$ cat config.mk
export PLATFORM = sky130hd
export DESIGN_NAME = dot_star_regex_matcher_unit
export DESIGN_NICKNAME = d
export VERILOG_FILES = /design/src/sv/dsrm_pkg.sv /design/src/sv/dsrm_cell.sv /design/src/sv/dot_star_regex_matcher_unit.sv
export SDC_FILE = /design/constraint.sdc
export NUM_CORES = 1
export LEC_CHECK = 0
export BUFFER_PORTS_ARGS = -buffer_cell sky130_fd_sc_hd__buf_2
export CORE_MARGIN = 2
export CORE_UTILIZATION = 55
export DETAILED_ROUTE_END_ITERATION = 12
export PLACE_DENSITY = 0.87
export SLEW_MARGIN = 10
export SYNTH_ARGS = -nofsm -noshare
export SYNTH_HDL_FRONTEND = slang
export SYNTH_HIERARCHICAL = 1
export SYNTH_SLANG_ARGS = --single-unit
$ cat constraint.sdc
create_clock -name aclk -period 22.2 [get_ports aclk]
set_input_delay 1.11 -clock aclk [delete_from_list [all_inputs] [get_ports aclk]]
set_output_delay 1.11 -clock aclk [all_outputs]
set_load 0.02 [all_outputs]
$ cat src/sv/dsrm_pkg.sv
`default_nettype none

package dsrm_pkg;

    // Fixed field and register widths
    localparam int BYTE_W    = 8;
    localparam int CHARS_W   = 64;
    localparam int STAR_W    = 16;
    localparam int COUNT_W   = 5;
    localparam int CFG_IDX_W = 2;
    localparam int CFG_DAT_W = 64;

    // Token byte that matches any subject byte
    localparam logic [BYTE_W-1:0] ANY_BYTE = 8'h2E;

    // Configuration register indexes
    typedef enum logic [CFG_IDX_W-1:0] {
        REG_CHARS_LOW   = 2'd0,
        REG_CHARS_HIGH  = 2'd1,
        REG_STAR_MASK   = 2'd2,
        REG_TOKEN_COUNT = 2'd3
    } cfg_reg_t;

    // Signals passed from one cell to the next one up the row
    typedef struct packed {
        logic pre_carry;   // skip into this position, current set
        logic fwd;         // non-starred token consumed the byte
        logic post_carry;  // skip into this position, next set
    } chain_link_t;

endpackage

`default_nettype wire

$ cat src/sv/dsrm_cell.sv
`default_nettype none

module dsrm_cell #(
    parameter int INDEX = 0
) (
    input  wire logic                              aclk,
    input  wire logic                              aresetn,
    input  wire logic                              load,
    input  wire logic                              restart,
    input  wire logic [dsrm_pkg::BYTE_W-1:0]       subject,
    input  wire logic [dsrm_pkg::BYTE_W-1:0]       tok_char,
    input  wire logic                              starred,
    input  wire logic [dsrm_pkg::COUNT_W-1:0]      used_count,
    input  wire dsrm_pkg::chain_link_t             link_in,
    output dsrm_pkg::chain_link_t                  link_out,
    output logic                                   next_bit,
    output logic                                   pos_bit
);

    localparam logic [dsrm_pkg::COUNT_W-1:0] MY_POS = dsrm_pkg::COUNT_W'(INDEX);
    localparam logic                         START  = (INDEX == 0);

    logic pos_reg;
    logic pos_next;
    logic tok_live;
    logic pos_live;
    logic cur;
    logic hit;
    logic nxt;

    always_comb begin
        tok_live = (MY_POS < used_count);
        pos_live = (MY_POS <= used_count);
        // current set, closed over the skip from the position below
        cur      = (pos_reg & pos_live) | link_in.pre_carry;
        hit      = cur & tok_live &
                   ((tok_char == dsrm_pkg::ANY_BYTE) || (tok_char == subject));
        // a starred token stays put on a hit, a plain one advances
        nxt      = (hit & starred) | link_in.fwd | link_in.post_carry;

        link_out.pre_carry  = cur & starred & tok_live;
        link_out.fwd        = hit & ~starred;
        link_out.post_carry = nxt & starred & tok_live;
    end

    always_comb begin
        pos_next = pos_reg;
        if (load) begin
            pos_next = restart ? START : nxt;
        end
    end

    always_ff @(posedge aclk) begin
        if (!aresetn) begin
            pos_reg <= START;
        end else begin
            pos_reg <= pos_next;
        end
    end

    assign next_bit = nxt;
    assign pos_bit  = pos_reg;

endmodule

`default_nettype wire

$ cat src/sv/dot_star_regex_matcher_unit.sv
// Whole-string matcher for patterns of literal bytes, '.' and postfix '*'.
// Software loads the compiled pattern through the write port: token bytes
// (0x2E matches any byte), a star mask and the token count (clamped to
// MAX_TOKENS). Configuration must be written between items; the block does not enforce it.
// Input channel: one subject byte per item in s_tdata, s_tlast on the last
// byte of the string. Result channel: m_tdata bit 0 says whether the bytes
// so far match the whole pattern, m_tlast copies the input tlast.
// Throughput is one item per cycle while the receiver keeps up; each result
// appears in the cycle after its item is accepted. The set of active
// positions lives in a row of cells, one per token, and the per-item cost
// is set by the skip closure rippling up that row twice (current set, then next set).
// The result sits in an output register; while it waits, a new item is still
// taken as long as m_tready is high in the same cycle. When the receiver
// stalls with a result held, s_tready drops and the state holds.
// Reset clears the configuration registers to zero, leaves only position zero active and
// empties the output register. After the item flagged last, the set returns
// to its start.
`default_nettype none

module dot_star_regex_matcher_unit #(
    parameter int MAX_TOKENS = 16
) (
    input  wire logic                                aclk,
    input  wire logic                                aresetn,
    input  wire logic                                cfg_wr_en,
    input  wire logic [dsrm_pkg::CFG_IDX_W-1:0]      cfg_addr,
    input  wire logic [dsrm_pkg::CFG_DAT_W-1:0]      cfg_wdata,
    input  wire logic                                s_tvalid,
    output logic                                     s_tready,
    input  wire logic [7:0]                          s_tdata,   // [7:0] subject_byte
    input  wire logic                                s_tlast,   // is_final
    output logic                                     m_tvalid,
    input  wire logic                                m_tready,
    output logic [7:0]                               m_tdata,   // [0] matched, [7:1] zero
    output logic                                     m_tlast    // string_done
);

    localparam int IDX_W = $clog2(MAX_TOKENS + 1);

    logic [dsrm_pkg::CHARS_W-1:0] chars_low_reg;
    logic [dsrm_pkg::CHARS_W-1:0] chars_high_reg;
    logic [dsrm_pkg::STAR_W-1:0]  star_reg;
    logic [dsrm_pkg::COUNT_W-1:0] count_reg;

    logic [2*dsrm_pkg::CHARS_W-1:0] chars_all;
    logic [dsrm_pkg::COUNT_W-1:0]   used_count;
    logic                           accept;

    dsrm_pkg::chain_link_t links [0:MAX_TOKENS];
    logic [MAX_TOKENS:0]   next_vec;
    logic [MAX_TOKENS:0]   state_vec;

    logic end_reg;
    logic end_next;
    logic m_valid_reg;
    logic m_valid_next;
    logic matched_reg;
    logic matched_next;
    logic done_reg;
    logic done_next;

    // Configuration registers
    always_ff @(posedge aclk) begin
        if (!aresetn) begin
            chars_low_reg  <= '0;
            chars_high_reg <= '0;
            star_reg       <= '0;
            count_reg      <= '0;
        end else if (cfg_wr_en) begin
            unique case (dsrm_pkg::cfg_reg_t'(cfg_addr))
                dsrm_pkg::REG_CHARS_LOW:   chars_low_reg  <= cfg_wdata;
                dsrm_pkg::REG_CHARS_HIGH:  chars_high_reg <= cfg_wdata;
                dsrm_pkg::REG_STAR_MASK:   star_reg <= cfg_wdata[dsrm_pkg::STAR_W-1:0];
                dsrm_pkg::REG_TOKEN_COUNT: count_reg <= cfg_wdata[dsrm_pkg::COUNT_W-1:0];
            endcase
        end
    end

    assign chars_all  = {chars_high_reg, chars_low_reg};
    assign used_count = (count_reg > dsrm_pkg::COUNT_W'(MAX_TOKENS))
                      ? dsrm_pkg::COUNT_W'(MAX_TOKENS) : count_reg;

    assign s_tready = ~m_valid_reg | m_tready;
    assign accept   = s_tvalid & s_tready;

    assign links[0] = '0;

    for (genvar i = 0; i < MAX_TOKENS; i++) begin : g_cell
        dsrm_cell #(
            .INDEX (i)
        ) u_cell (
            .aclk       (aclk),
            .aresetn    (aresetn),
            .load       (accept),
            .restart    (s_tlast),
            .subject    (s_tdata),
            .tok_char   (chars_all[8*i +: 8]),
            .starred    (star_reg[i]),
            .used_count (used_count),
            .link_in    (links[i]),
            .link_out   (links[i+1]),
            .next_bit   (next_vec[i]),
            .pos_bit    (state_vec[i])
        );
    end

    // End position: reached by the last token advancing or skipping
    assign next_vec[MAX_TOKENS]  = links[MAX_TOKENS].fwd | links[MAX_TOKENS].post_carry;
    assign state_vec[MAX_TOKENS] = end_reg;

    always_comb begin
        end_next     = end_reg;
        m_valid_next = m_valid_reg;
        matched_next = matched_reg;
        done_next    = done_reg;
        if (m_tready) begin
            m_valid_next = 1'b0;
        end
        if (accept) begin
            end_next     = s_tlast ? 1'b0 : next_vec[MAX_TOKENS];
            m_valid_next = 1'b1;
            matched_next = next_vec[used_count[IDX_W-1:0]];
            done_next    = s_tlast;
        end
    end

    always_ff @(posedge aclk) begin
        if (!aresetn) begin
            end_reg     <= 1'b0;
            m_valid_reg <= 1'b0;
        end else begin
            end_reg     <= end_next;
            m_valid_reg <= m_valid_next;
        end
    end

    always_ff @(posedge aclk) begin
        matched_reg <= matched_next;
        done_reg    <= done_next;
    end

    assign m_tvalid = m_valid_reg;
    assign m_tdata  = {7'b0, matched_reg};
    assign m_tlast  = done_reg;

    localparam logic [MAX_TOKENS:0] START_SET = (MAX_TOKENS + 1)'(1);

    a_reset_start: assert property (@(posedge aclk)
        !aresetn |=> (state_vec == START_SET) && !m_tvalid)
        else $error("state not at start after reset");

    a_final_restart: assert property (@(posedge aclk) disable iff (!aresetn)
        accept && s_tlast |=> (state_vec == START_SET) && m_tlast)
        else $error("set did not return to start after last item");

    a_result_follows: assert property (@(posedge aclk) disable iff (!aresetn)
        accept |=> m_tvalid)
        else $error("accepted item produced no result");

    a_stall_blocks: assert property (@(posedge aclk) disable iff (!aresetn)
        m_tvalid && !m_tready |-> !s_tready)
        else $error("item taken while result stalled");

    a_dead_set: assert property (@(posedge aclk) disable iff (!aresetn)
        accept && !s_tlast && (state_vec == '0) |=> (state_vec == '0) && !m_tdata[0])
        else $error("dead set revived");

endmodule

`default_nettype wire
==> qor.csv, run 1 <==
stage;metric;value;unit
logic_synthesis;avgSynthCellArea;8.30;sq um
timing;fmax;0.101;GHz
logic_synthesis;synth-edff-count;2;
timing;slew_headroom;44.1;%
place;gp_congestion;0.933;
floorplanning;rows;49;
final_layout;diodes;0;
logic_synthesis;yosysTopAreaCell;dfxtp_1;
grt;grt_max_degree;99;
logic_synthesis;synth-async-reset-ratio;0;%
final_layout;multiInputGateArea;6240;sq um
final_layout;register_area;3380;sq um
timing;fin_skew;9.37;ps
power;switching_share;25.6;%
logic_synthesis;syn_area;10000;sq um
cts;htreeDepth;4;
cts;clock_latency;440;ps
power;comb_power_share;11.5;%
cts;post_cts_buffers;0;
route;via_per_inst;5.96;
setup_path;timing.critical_path.mode_cell;nor2_1;
setup_path;max_stage_delay;510;ps
final_layout;final_cells;1518;
final_layout;syn_to_final_growth;11.6;%
power;leakagePower;4.23;nW
power;power;0.738;mW
setup_path;path_class;input port to flip-flop;
route;vias;9043;
setup_path;crit_slowest_cell;buf_2;
place;hpwl;17600;microns
final_layout;layout-drive-gt1-share;15.6;%
logic_synthesis;syn-instance-count;1206;
grt;grt_overflow;0;
power;p_switching;0.189;mW
place;dp_slack;12090;ps
logic_synthesis;synth_common_cells;309 x nand2_1, 166 x dfxtp_1, 128 x xor2_1, 100 x a21boi_1, 61 x nor2_1;
cts;clk_path_buf_depth;2;
run;drv_cap;0;
cts;cts_buffers;17;
route;drt_iter0_markers;821;
run_status;outcome;finished, final reports clean;
cts;cts_tree;built;
route;post-route-drc-count;0;
floorplanning;initial_utilization;55.9;%
logic_synthesis;ys.flop_type;dfxtp_1;
power;seqPwrFrac;43.8;%
logic_synthesis;ys_ff_latch;168;
setup_path;worst_setup_path_end_kind;flip-flop;
route;dr.pass1.iters;5;
logic_synthesis;ys_seq_area_share;33.8;%
floorplanning;die_x;139;microns
cts;cts_resized;0;
timing;worst_slack;12340;ps
grt;grt_usage;27.5;%
place;placed_cells;1486;
setup_path;critPathRequiredTime;22390;ps
floorplanning;die-area;19300;sq um
timing;finalHoldViolCount;0;
grt;antenna_found_initial;1;
route;finalWirelength;26500;microns
cts;clkTransAtPathRegs;60;ps
floorplanning;ios;91;
cts;cts.sinks;168;
power;internal_power;0.549;mW
grt;grt_pass1_wl;43500;microns
timing;setup_violations;0;
cts;ctsHoldBuffers;0;
timing;tns;0;ps
timing;worst_pin_slew;836;ps
final_layout;num-fill-cells;1468;
route;wl_per_cell;17.4;microns
setup_path;startpoint_type;input port;
timing;rsz0062_at_grt;false;
timing;min_period;9860;ps
power;vdd_drop_max;46.8;uV
logic_synthesis;yosys.cell_types.count;60;
cts;root_buffer;clkbuf_16;
timing;post-route-period-util;44.4;%
route;detail-route-antenna-nets;0;
timing;slew_viol_final;0;
power;power_density;66.1;nW/um^2
setup_path;arrival;10050;ps
floorplanning;fp.dieH;139;microns
logic_synthesis;synth_top_area_share;33.2;%
place;io_buffer_count;83;
floorplanning;core_area;17900;sq um
logic_synthesis;synth_area_leaders;dfxtp_1 33%, nand2_1 12%, xor2_1 11%;
hold_path;min_path_type;flip-flop to flip-flop;
power;pwr-share-clk;44.7;%
setup_path;crit_fanout;16;
logic_synthesis;yosysWarnings;6;
grt;grt_pass1_vias;8838;
logic_synthesis;yosysMostFrequentCell;nand2_1;
final_layout;final_nets;1356;
[worst max-delay path: cells and delay by family]
kind / cells / cell delay, ps
and+or+nand+nor: 14 / 2030
buffers and inverters: 1 / 510
muxes: 1 / 480
AOI/OAI and AO/OA: 28 / 5680
xor gates and xnor gates: 1 / 230
[layout make-up]
| type | count | share of cell area, % |
|---|---|---|
| clock buffers | 23 | 4.47 |
| flip-flops and latches | 168 | 30.3 |
| inverters | 20 | 0.672 |
| repair buffers | 97 | 4.68 |
| multi-input cells | 972 | 55.9 |
| clock inverters | 9 | 1.43 |
| well taps | 229 | 2.57 |
[power by group through the flow]
| stage | Sequential, mW | Clock, mW | Combinational [mW] |
|---|---|---|---|
| 2_1_floorplan | 0.327 | 0 | 0.0579 |
| 3_3_place_gp | 0.330 | 0 | 0.0809 |
| 3_5_place_dp | 0.330 | 0 | 0.0835 |
| 4_1_cts | 0.323 | 0.332 | 0.0844 |
| 5_1_grt | 0.325 | 0.344 | 0.0934 |
| 6_report | 0.324 | 0.330 | 0.0851 |
[cell families after synthesis]
logic type | Yosys count | synth area share, %
multiplexers | 10 | 1.13
buffers and inverters | 78 | 4.38
flip-flops | 168 | 33.8
AO/OA/AOI/OAI | 283 | 21.1
AND/OR/NAND/NOR | 538 | 28.3
other | 1 | 0.0375
XOR/XNOR | 128 | 11.2
[layout by cell type (no fill, tap or decap), types with 13 or more instances in the layout]
| cell type | count |
|---|---|
| nand2b_1 | 23 |
| dfxtp_1 | 166 |
| buf_2 | 82 |
| inv_1 | 17 |
| nor4_2 | 35 |
| nor2_1 | 61 |
| clkbuf_16 | 18 |
| buf_4 | 15 |
| nand4b_1 | 19 |
| a21boi_0 | 47 |
| o21ai_0 | 25 |
| nand2_1 | 309 |
| xor2_1 | 128 |
| conb_1 | 13 |
| a21oi_1 | 26 |
| nor4_1 | 18 |
| a21boi_1 | 100 |
[routing by layer]
metal / vias to the layer above / part of all wire, % / global-route usage [%]
li1: 4315 / - / -
met5: - / 0.042 / 0
met3: 75 / 7.3 / 6.11
met2: 369 / 48 / 46.7
met4: 2 / 3.1 / 11.4
met1: 4282 / 42 / 33.9
[stage by stage]
stage                     area (sq um)  utilization [%]  hold WS [ps]
after floorplan                  10100                -           455
after global placement           10500             58.7           469
after detailed placement         10500             58.7           474
after CTS                        11200             62.4           483
after global routing             11200             62.4           497
final                            11200             62.4           482
[worst paths after layout]
| path | from | to | slack [ps] | depth (start not counted) |
|---|---|---|---|---|
| worst max-delay path | s_tdata[3] | matched_reg | 12340 | 45 |
| worst min-delay path | chars_low_reg[56] | chars_low_reg[56] | 480 | 2 |
| worst max register to register | count_reg[4] | matched_reg | 12750 | 47 |
| worst min register to register | chars_low_reg[56] | chars_low_reg[56] | 480 | 2 |
Note: power is estimated with default switching activity, not from simulation.
==> inputs of run 2 (changes only) <==
--- a/config.mk
+++ b/config.mk
@@ -9,7 +9,7 @@
 export CORE_MARGIN = 2
 export CORE_UTILIZATION = 55
 export DETAILED_ROUTE_END_ITERATION = 12
-export PLACE_DENSITY = 0.87
+export PLACE_DENSITY = 0.9
 export SLEW_MARGIN = 10
 export SYNTH_ARGS = -nofsm -noshare
 export SYNTH_HDL_FRONTEND = slang
==> constraint.sdc (replaced) <==
create_clock -name aclk -period 8.1 [get_ports aclk]
set_input_delay 0.405 -clock aclk [delete_from_list [all_inputs] [get_ports aclk]]
set_output_delay 0.405 -clock aclk [all_outputs]
set_load 0.02 [all_outputs]
==> run 2 against run 1 <==
  * Via count rose by 8.5%
  * Critical endpoint unchanged
  * Hold slack got worse by 280 ps
  * Non-clock buffer count increased by 45
  * Final area is 6.1% higher
  * Die area unchanged
  * Setup slack got worse by 12000 ps
  * Critical path type is now flip-flop to flip-flop
  * Sequential cell count is the same
  * Sequential power increased to 2.7 times the previous value
  * Total power grew to 2.8 times the previous value
  * Count of clock-buffer cells in the layout fell by 1
  * Register-to-register slack worse by 13000 ps
  * Largest cell class unchanged
==> qor.csv, run 2 (synthesis results as in run 1) <==
stage;metric;value;unit
timing;setup_violations;0;
timing;fmax;0.124;GHz
timing;tns;0;ps
cts;clk_path_buf_depth;2;
cts;cts_tree;built;
grt;grt_util_met1;34.5;%
timing;slew_viol_final;0;
power;power_density;172;nW/um^2
power;vdd_drop_max;148;uV
route;drt_iter0_markers;1108;
timing;post-route-period-util;99.3;%
grt;gr-usage-met3;8.18;%
grt;grt_usage;29.5;%
final_layout;diodes;0;
floorplanning;rows;49;
cts;clock_latency;450;ps
floorplanning;fp.dieH;139;microns
route;wl_per_cell;19.6;microns
route;detail-route-antenna-nets;0;
cts;cts_buffers;17;
power;seqPwrFrac;43.5;%
final_layout;final_cell_mix;309 x nand2_1, 160 x dfxtp_1, 126 x xor2_1, 100 x a21boi_1, 82 x buf_2;
timing;worst_pin_slew;942;ps
setup_path;startpoint_type;flip-flop;
setup_path;path_class;flip-flop to flip-flop;
power;leakagePower;4.48;nW
final_layout;final_common_cell;nand2_1;
timing;finalHoldViolCount;0;
grt;grt_pass1_vias;9524;
floorplanning;ios;91;
power;internal_power;1.50;mW
hold_path;worstHoldStart;cfg_wdata[19];
grt;grt_use_met2;49.6;%
timing;min_period;8040;ps
setup_path;crit-reg2reg-launch;count_reg[4];
setup_path;critPathRequiredTime;8290;ps
cts;clkTransAtPathRegs;70;ps
setup_path;worst_setup_path_end_kind;flip-flop;
setup_path;crit_fanout;8;
hold_path;min_path_type;input port to flip-flop;
place;io_buffer_count;83;
setup_path;startpoint;count_reg[4];
cts;cts.sinks;168;
floorplanning;die-area;19300;sq um
place;gp_congestion;0.948;
power;comb_power_share;12.8;%
route;vias;9814;
grt;grt-busiest-layer;met2;
timing;slew_headroom;36.6;%
setup_path;max_stage_delay;470;ps
grt;grt_max_degree;100;
run_status;outcome;finished, final reports clean;
setup_path;crit_slowest_cell;mux4_2;
timing;fin_skew;16.8;ps
route;post-route-drc-count;0;
power;pwr-share-clk;43.7;%
final_layout;layout-drive-gt1-share;21.8;%
run;drv_cap;0;
place;hpwl;18900;microns
floorplanning;initial_utilization;55.9;%
final_layout;final_cells;1563;
floorplanning;core_area;17900;sq um
final_layout;final_nets;1401;
final_layout;final_area;11800;sq um
cts;htreeDepth;4;
final_layout;post-route-util;66.1;%
cts;root_buffer;clkbuf_16;
place;place_area;10800;sq um
power;switching_share;26.6;%
route;via_per_inst;6.28;
grt;grt_overflow;0;
route;finalWirelength;30700;microns
final_layout;syn_to_final_growth;18.3;%
place;placed_cells;1519;
route;dr.pass1.iters;9;
grt;grt_pass1_wl;46500;microns
grt;antenna_found_initial;0;
setup_path;arrival;8230;ps
power;p_switching;0.541;mW
floorplanning;die_x;139;microns
run 2: changes by cell type in the layout (fill, tap and decap cells not counted), sizes merged:
cell | before | now
clkbuf | 23 | 22
inv | 21 | 22
buf | 97 | 142
clkinvlp | 0 | 2
clkinv | 4 | 2
run 2: final cells by class:
cell class,instances,area (sq um)
inverter,20,75.1
fill,1350,6060
multi-input combinational,972,6580
tap,229,287
timing repair buffer,142,868
sequential,168,3400
clock buffer,22,475
clock inverter,10,163
run 2: through the flow:
step                setup slack [ps]  power [mW]  hold WS (ps)
finish                          59.7        2.04           205
global route                    -295        2.09           201
CTS                             16.5        2.02           201
detailed placement              -471        1.15           465
global placement               -11.5        1.13           467
floorplan                       10.3        1.05           455
run 2: path summary, 6_finish.rpt:
kind / slack, ps / cells past startpoint / endpoint
hold / removal: 210 / 3 / chars_low_reg[19]
setup / recovery: 60 / 47 / matched_reg
hold reg to reg: 480 / 2 / chars_low_reg[52]
setup reg to reg: 60 / 47 / matched_reg
run 2: timing repair:
item	in CTS	in global routing
hold buffers	0	0
setup buffers	1	12
gates resized for setup	13	65
pin swaps	4	45
endpoints found under the setup margin	2	3
run 2: worst max-delay path: cells and delay by family (launching register included):
| kind | cells | cell delay (ps) |
|---|---|---|
| AOI/OAI and AO/OA | 26 | 4250 |
| and+or+nand+nor | 18 | 2350 |
| muxes | 1 | 470 |
| DFF | 1 | 440 |
| buffers and inverters | 2 | 280 |
run 2: layer usage:
metal	routed length [microns]	part of all wire, %
met1	11300	37
met2	14700	48
met3	2980	9.7
met4	1740	5.7
met5	0	0
run 2: power groups by stage:
stage                     Sequential [mW]  Combinational (mW)  Clock [mW]
after floorplan                     0.895               0.159           0
after global placement              0.901               0.233           0
after detailed placement            0.903               0.242           0
after CTS                           0.885               0.246       0.891
after global routing                0.889               0.279       0.925
final                               0.887               0.260       0.891
==> inputs of run 3 (changes only) <==
--- a/config.mk
+++ b/config.mk
@@ -9,6 +9,7 @@
 export CORE_MARGIN = 2
 export CORE_UTILIZATION = 55
 export DETAILED_ROUTE_END_ITERATION = 12
+export GPL_TIMING_DRIVEN = 0
 export PLACE_DENSITY = 0.9
 export SLEW_MARGIN = 10
 export SYNTH_ARGS = -nofsm -noshare
==> run 3 against run 2 <==
  * The flow now finishes with violations (negative setup slack)
  * Die area unchanged
  * Maximum frequency decreased by 14%
  * Total power shrank 3.0%
==> qor.csv, run 3 (synthesis results as in run 1) <==
stage;metric;value;unit
route;vias;10400;
power;power;1.98;mW
power;power_density;163;nW/um^2
route;met1_length;12500;microns
cts;cts.sinks;168;
timing;slew_headroom;20.2;%
route;finalWirelength;34700;microns
run;drv_cap;0;
setup_path;max_stage_delay;620;ps
cts;clock_latency;440;ps
timing;worst_pin_slew;1190;ps
floorplanning;fp.dieH;139;microns
floorplanning;die_x;139;microns
final_layout;syn_to_final_growth;21.2;%
cts;root_buffer;clkbuf_16;
floorplanning;rows;49;
floorplanning;core_area;17900;sq um
place;gp_congestion;0.940;
setup_path;arrival;9530;ps
route;via_per_inst;6.51;
final_layout;final_nets;1443;
setup_path;timing.critical_path.mode_cell;a2111oi_4;
power;vdd_drop_max;119;uV
place;hpwl;19300;microns
final_layout;final_area;12100;sq um
setup_path;crit_family;compound AO/OA/AOI/OAI gates;
timing;min_period;9360;ps
cts;ctsHoldBuffers;0;
cts;clkTransAtPathRegs;70;ps
timing;tns;-2050;ps
grt;grt_overflow;0;
setup_path;reg2reg_slack;-1260;ps
place;dp_slack;-1690;ps
final_layout;final_common_cell;nand2_1;
hold_path;min_path_type;input port to flip-flop;
route;drt_iter0_markers;1322;
setup_path;worst_setup_path_end_kind;flip-flop;
timing;slew_viol_final;0;
timing;post-route-period-util;116;%
final_layout;final_cell_mix;309 x nand2_1, 163 x dfxtp_1, 128 x xor2_1, 100 x a21boi_1, 86 x buf_2;
timing;holdWs;204;ps
grt;grt_max_degree;48;
run_status;violations;negative setup slack;
floorplanning;initial_utilization;55.9;%
timing;rsz0062_at_grt;true;
timing;worst_slack;-1260;ps
route;detail-route-antenna-nets;0;
setup_path;startpoint_type;flip-flop;
route;dr.pass1.iters;7;
timing;finalHoldViolCount;0;
place;place_area;10800;sq um
route;wl_met2;15400;microns
grt;grt_pass1_vias;9505;
route;met3_length;3800;microns
timing;fmax;0.107;GHz
setup_path;worst-path-buf-inv;3;
grt;antenna_found_initial;2;
grt;grt_usage;30.7;%
place;io_buffer_count;82;
route;post-route-drc-count;0;
grt;grt_pass1_wl;47900;microns
setup_path;crit_fanout;6;
setup_path;path_class;flip-flop to flip-flop;
cts;clk_path_buf_depth;2;
floorplanning;ios;91;
cts;cts_tree;built;
timing;fin_skew;10.9;ps
cts;htreeDepth;4;
route;routed.top_layer;met5;
setup_path;critPathRequiredTime;8270;ps
power;leakagePower;4.65;nW
timing;setup_violations;3;
route;wl_per_cell;21.6;microns
setup_path;crit_slowest_cell;o31ai_1;
final_layout;layout-drive-gt1-share;23.3;%
floorplanning;die-area;19300;sq um
cts;cts_buffers;17;
run_status;outcome;complete, but fails checks;
## run 3: changes by cell type in the layout (fill, tap and decap cells not counted), moves of 3 or more
| cell | previous run | this run |
|---|---|---|
| dfxtp_1 | 160 | 163 |
| nor2_2 | 10 | 14 |
| buf_2 | 82 | 86 |
| clkbuf_1 | 3 | 17 |
| nor4_4 | 5 | 8 |
| buf_6 | 2 | 9 |
| buf_4 | 58 | 68 |
| nor4_2 | 37 | 34 |
| nor2_1 | 46 | 38 |
| nor2_4 | 6 | 10 |
## run 3: worst paths after layout
kind                                         start                  to  depth (start not counted)
worst max-delay path                  count_reg[4]         matched_reg                         48
worst min-delay path                 cfg_wdata[44]  chars_high_reg[44]                          3
worst max register to register        count_reg[4]         matched_reg                         48
worst min register to register  chars_high_reg[60]  chars_high_reg[60]                          2
## run 3: area by class of cell
cell class	count	area (sq um)
repair buffers	125	761
flip-flops and latches	168	3390
diodes	1	2.50
fillers	1309	5770
clock buffers	21	460
plain buffers	58	405
inverters	20	75.1
multi-input cells	973	6650
well taps	229	287
clock inverters	8	100
## run 3: worst reg2reg max path, delay by kind of cell (launching register included)
family                 cells  cell delay (ps)
flip-flops                 1              360
AO/OA/AOI/OAI             27             5560
multiplexers               1              560
AND/OR/NAND/NOR           17             2230
buffers and inverters      3              410
## run 3: where the power goes
part	internal (mW)	total, mW	switching, mW
Combinational	0.106	0.280	0.174
Sequential	0.857	0.889	0.0317
Clock	0.464	0.809	0.345
Total	1.43	1.98	0.551
## run 3: through the flow
step | instances | utilization (%)
2_1_floorplan | 1218 | -
3_3_place_gp | 1529 | 60.1
3_5_place_dp | 1529 | 60.1
4_1_cts | 1579 | 65.4
5_1_grt | 1602 | 67.8
6_report | 1603 | 67.8
## run 3: layer usage
layer | global-route usage, % | vias up
met5 | 0 | -
met4 | 16.2 | 4
met1 | 37.3 | 4808
met2 | 50.8 | 827
met3 | 7.04 | 301
li1 | - | 4494
## run 3: timing repair
item,CTS,global route
setup endpoints to repair,3,3
pin swaps,14,39
gates cloned,1,1
gates resized for setup,57,51
endpoints found under the hold margin,0,0
buffers inserted,20,23
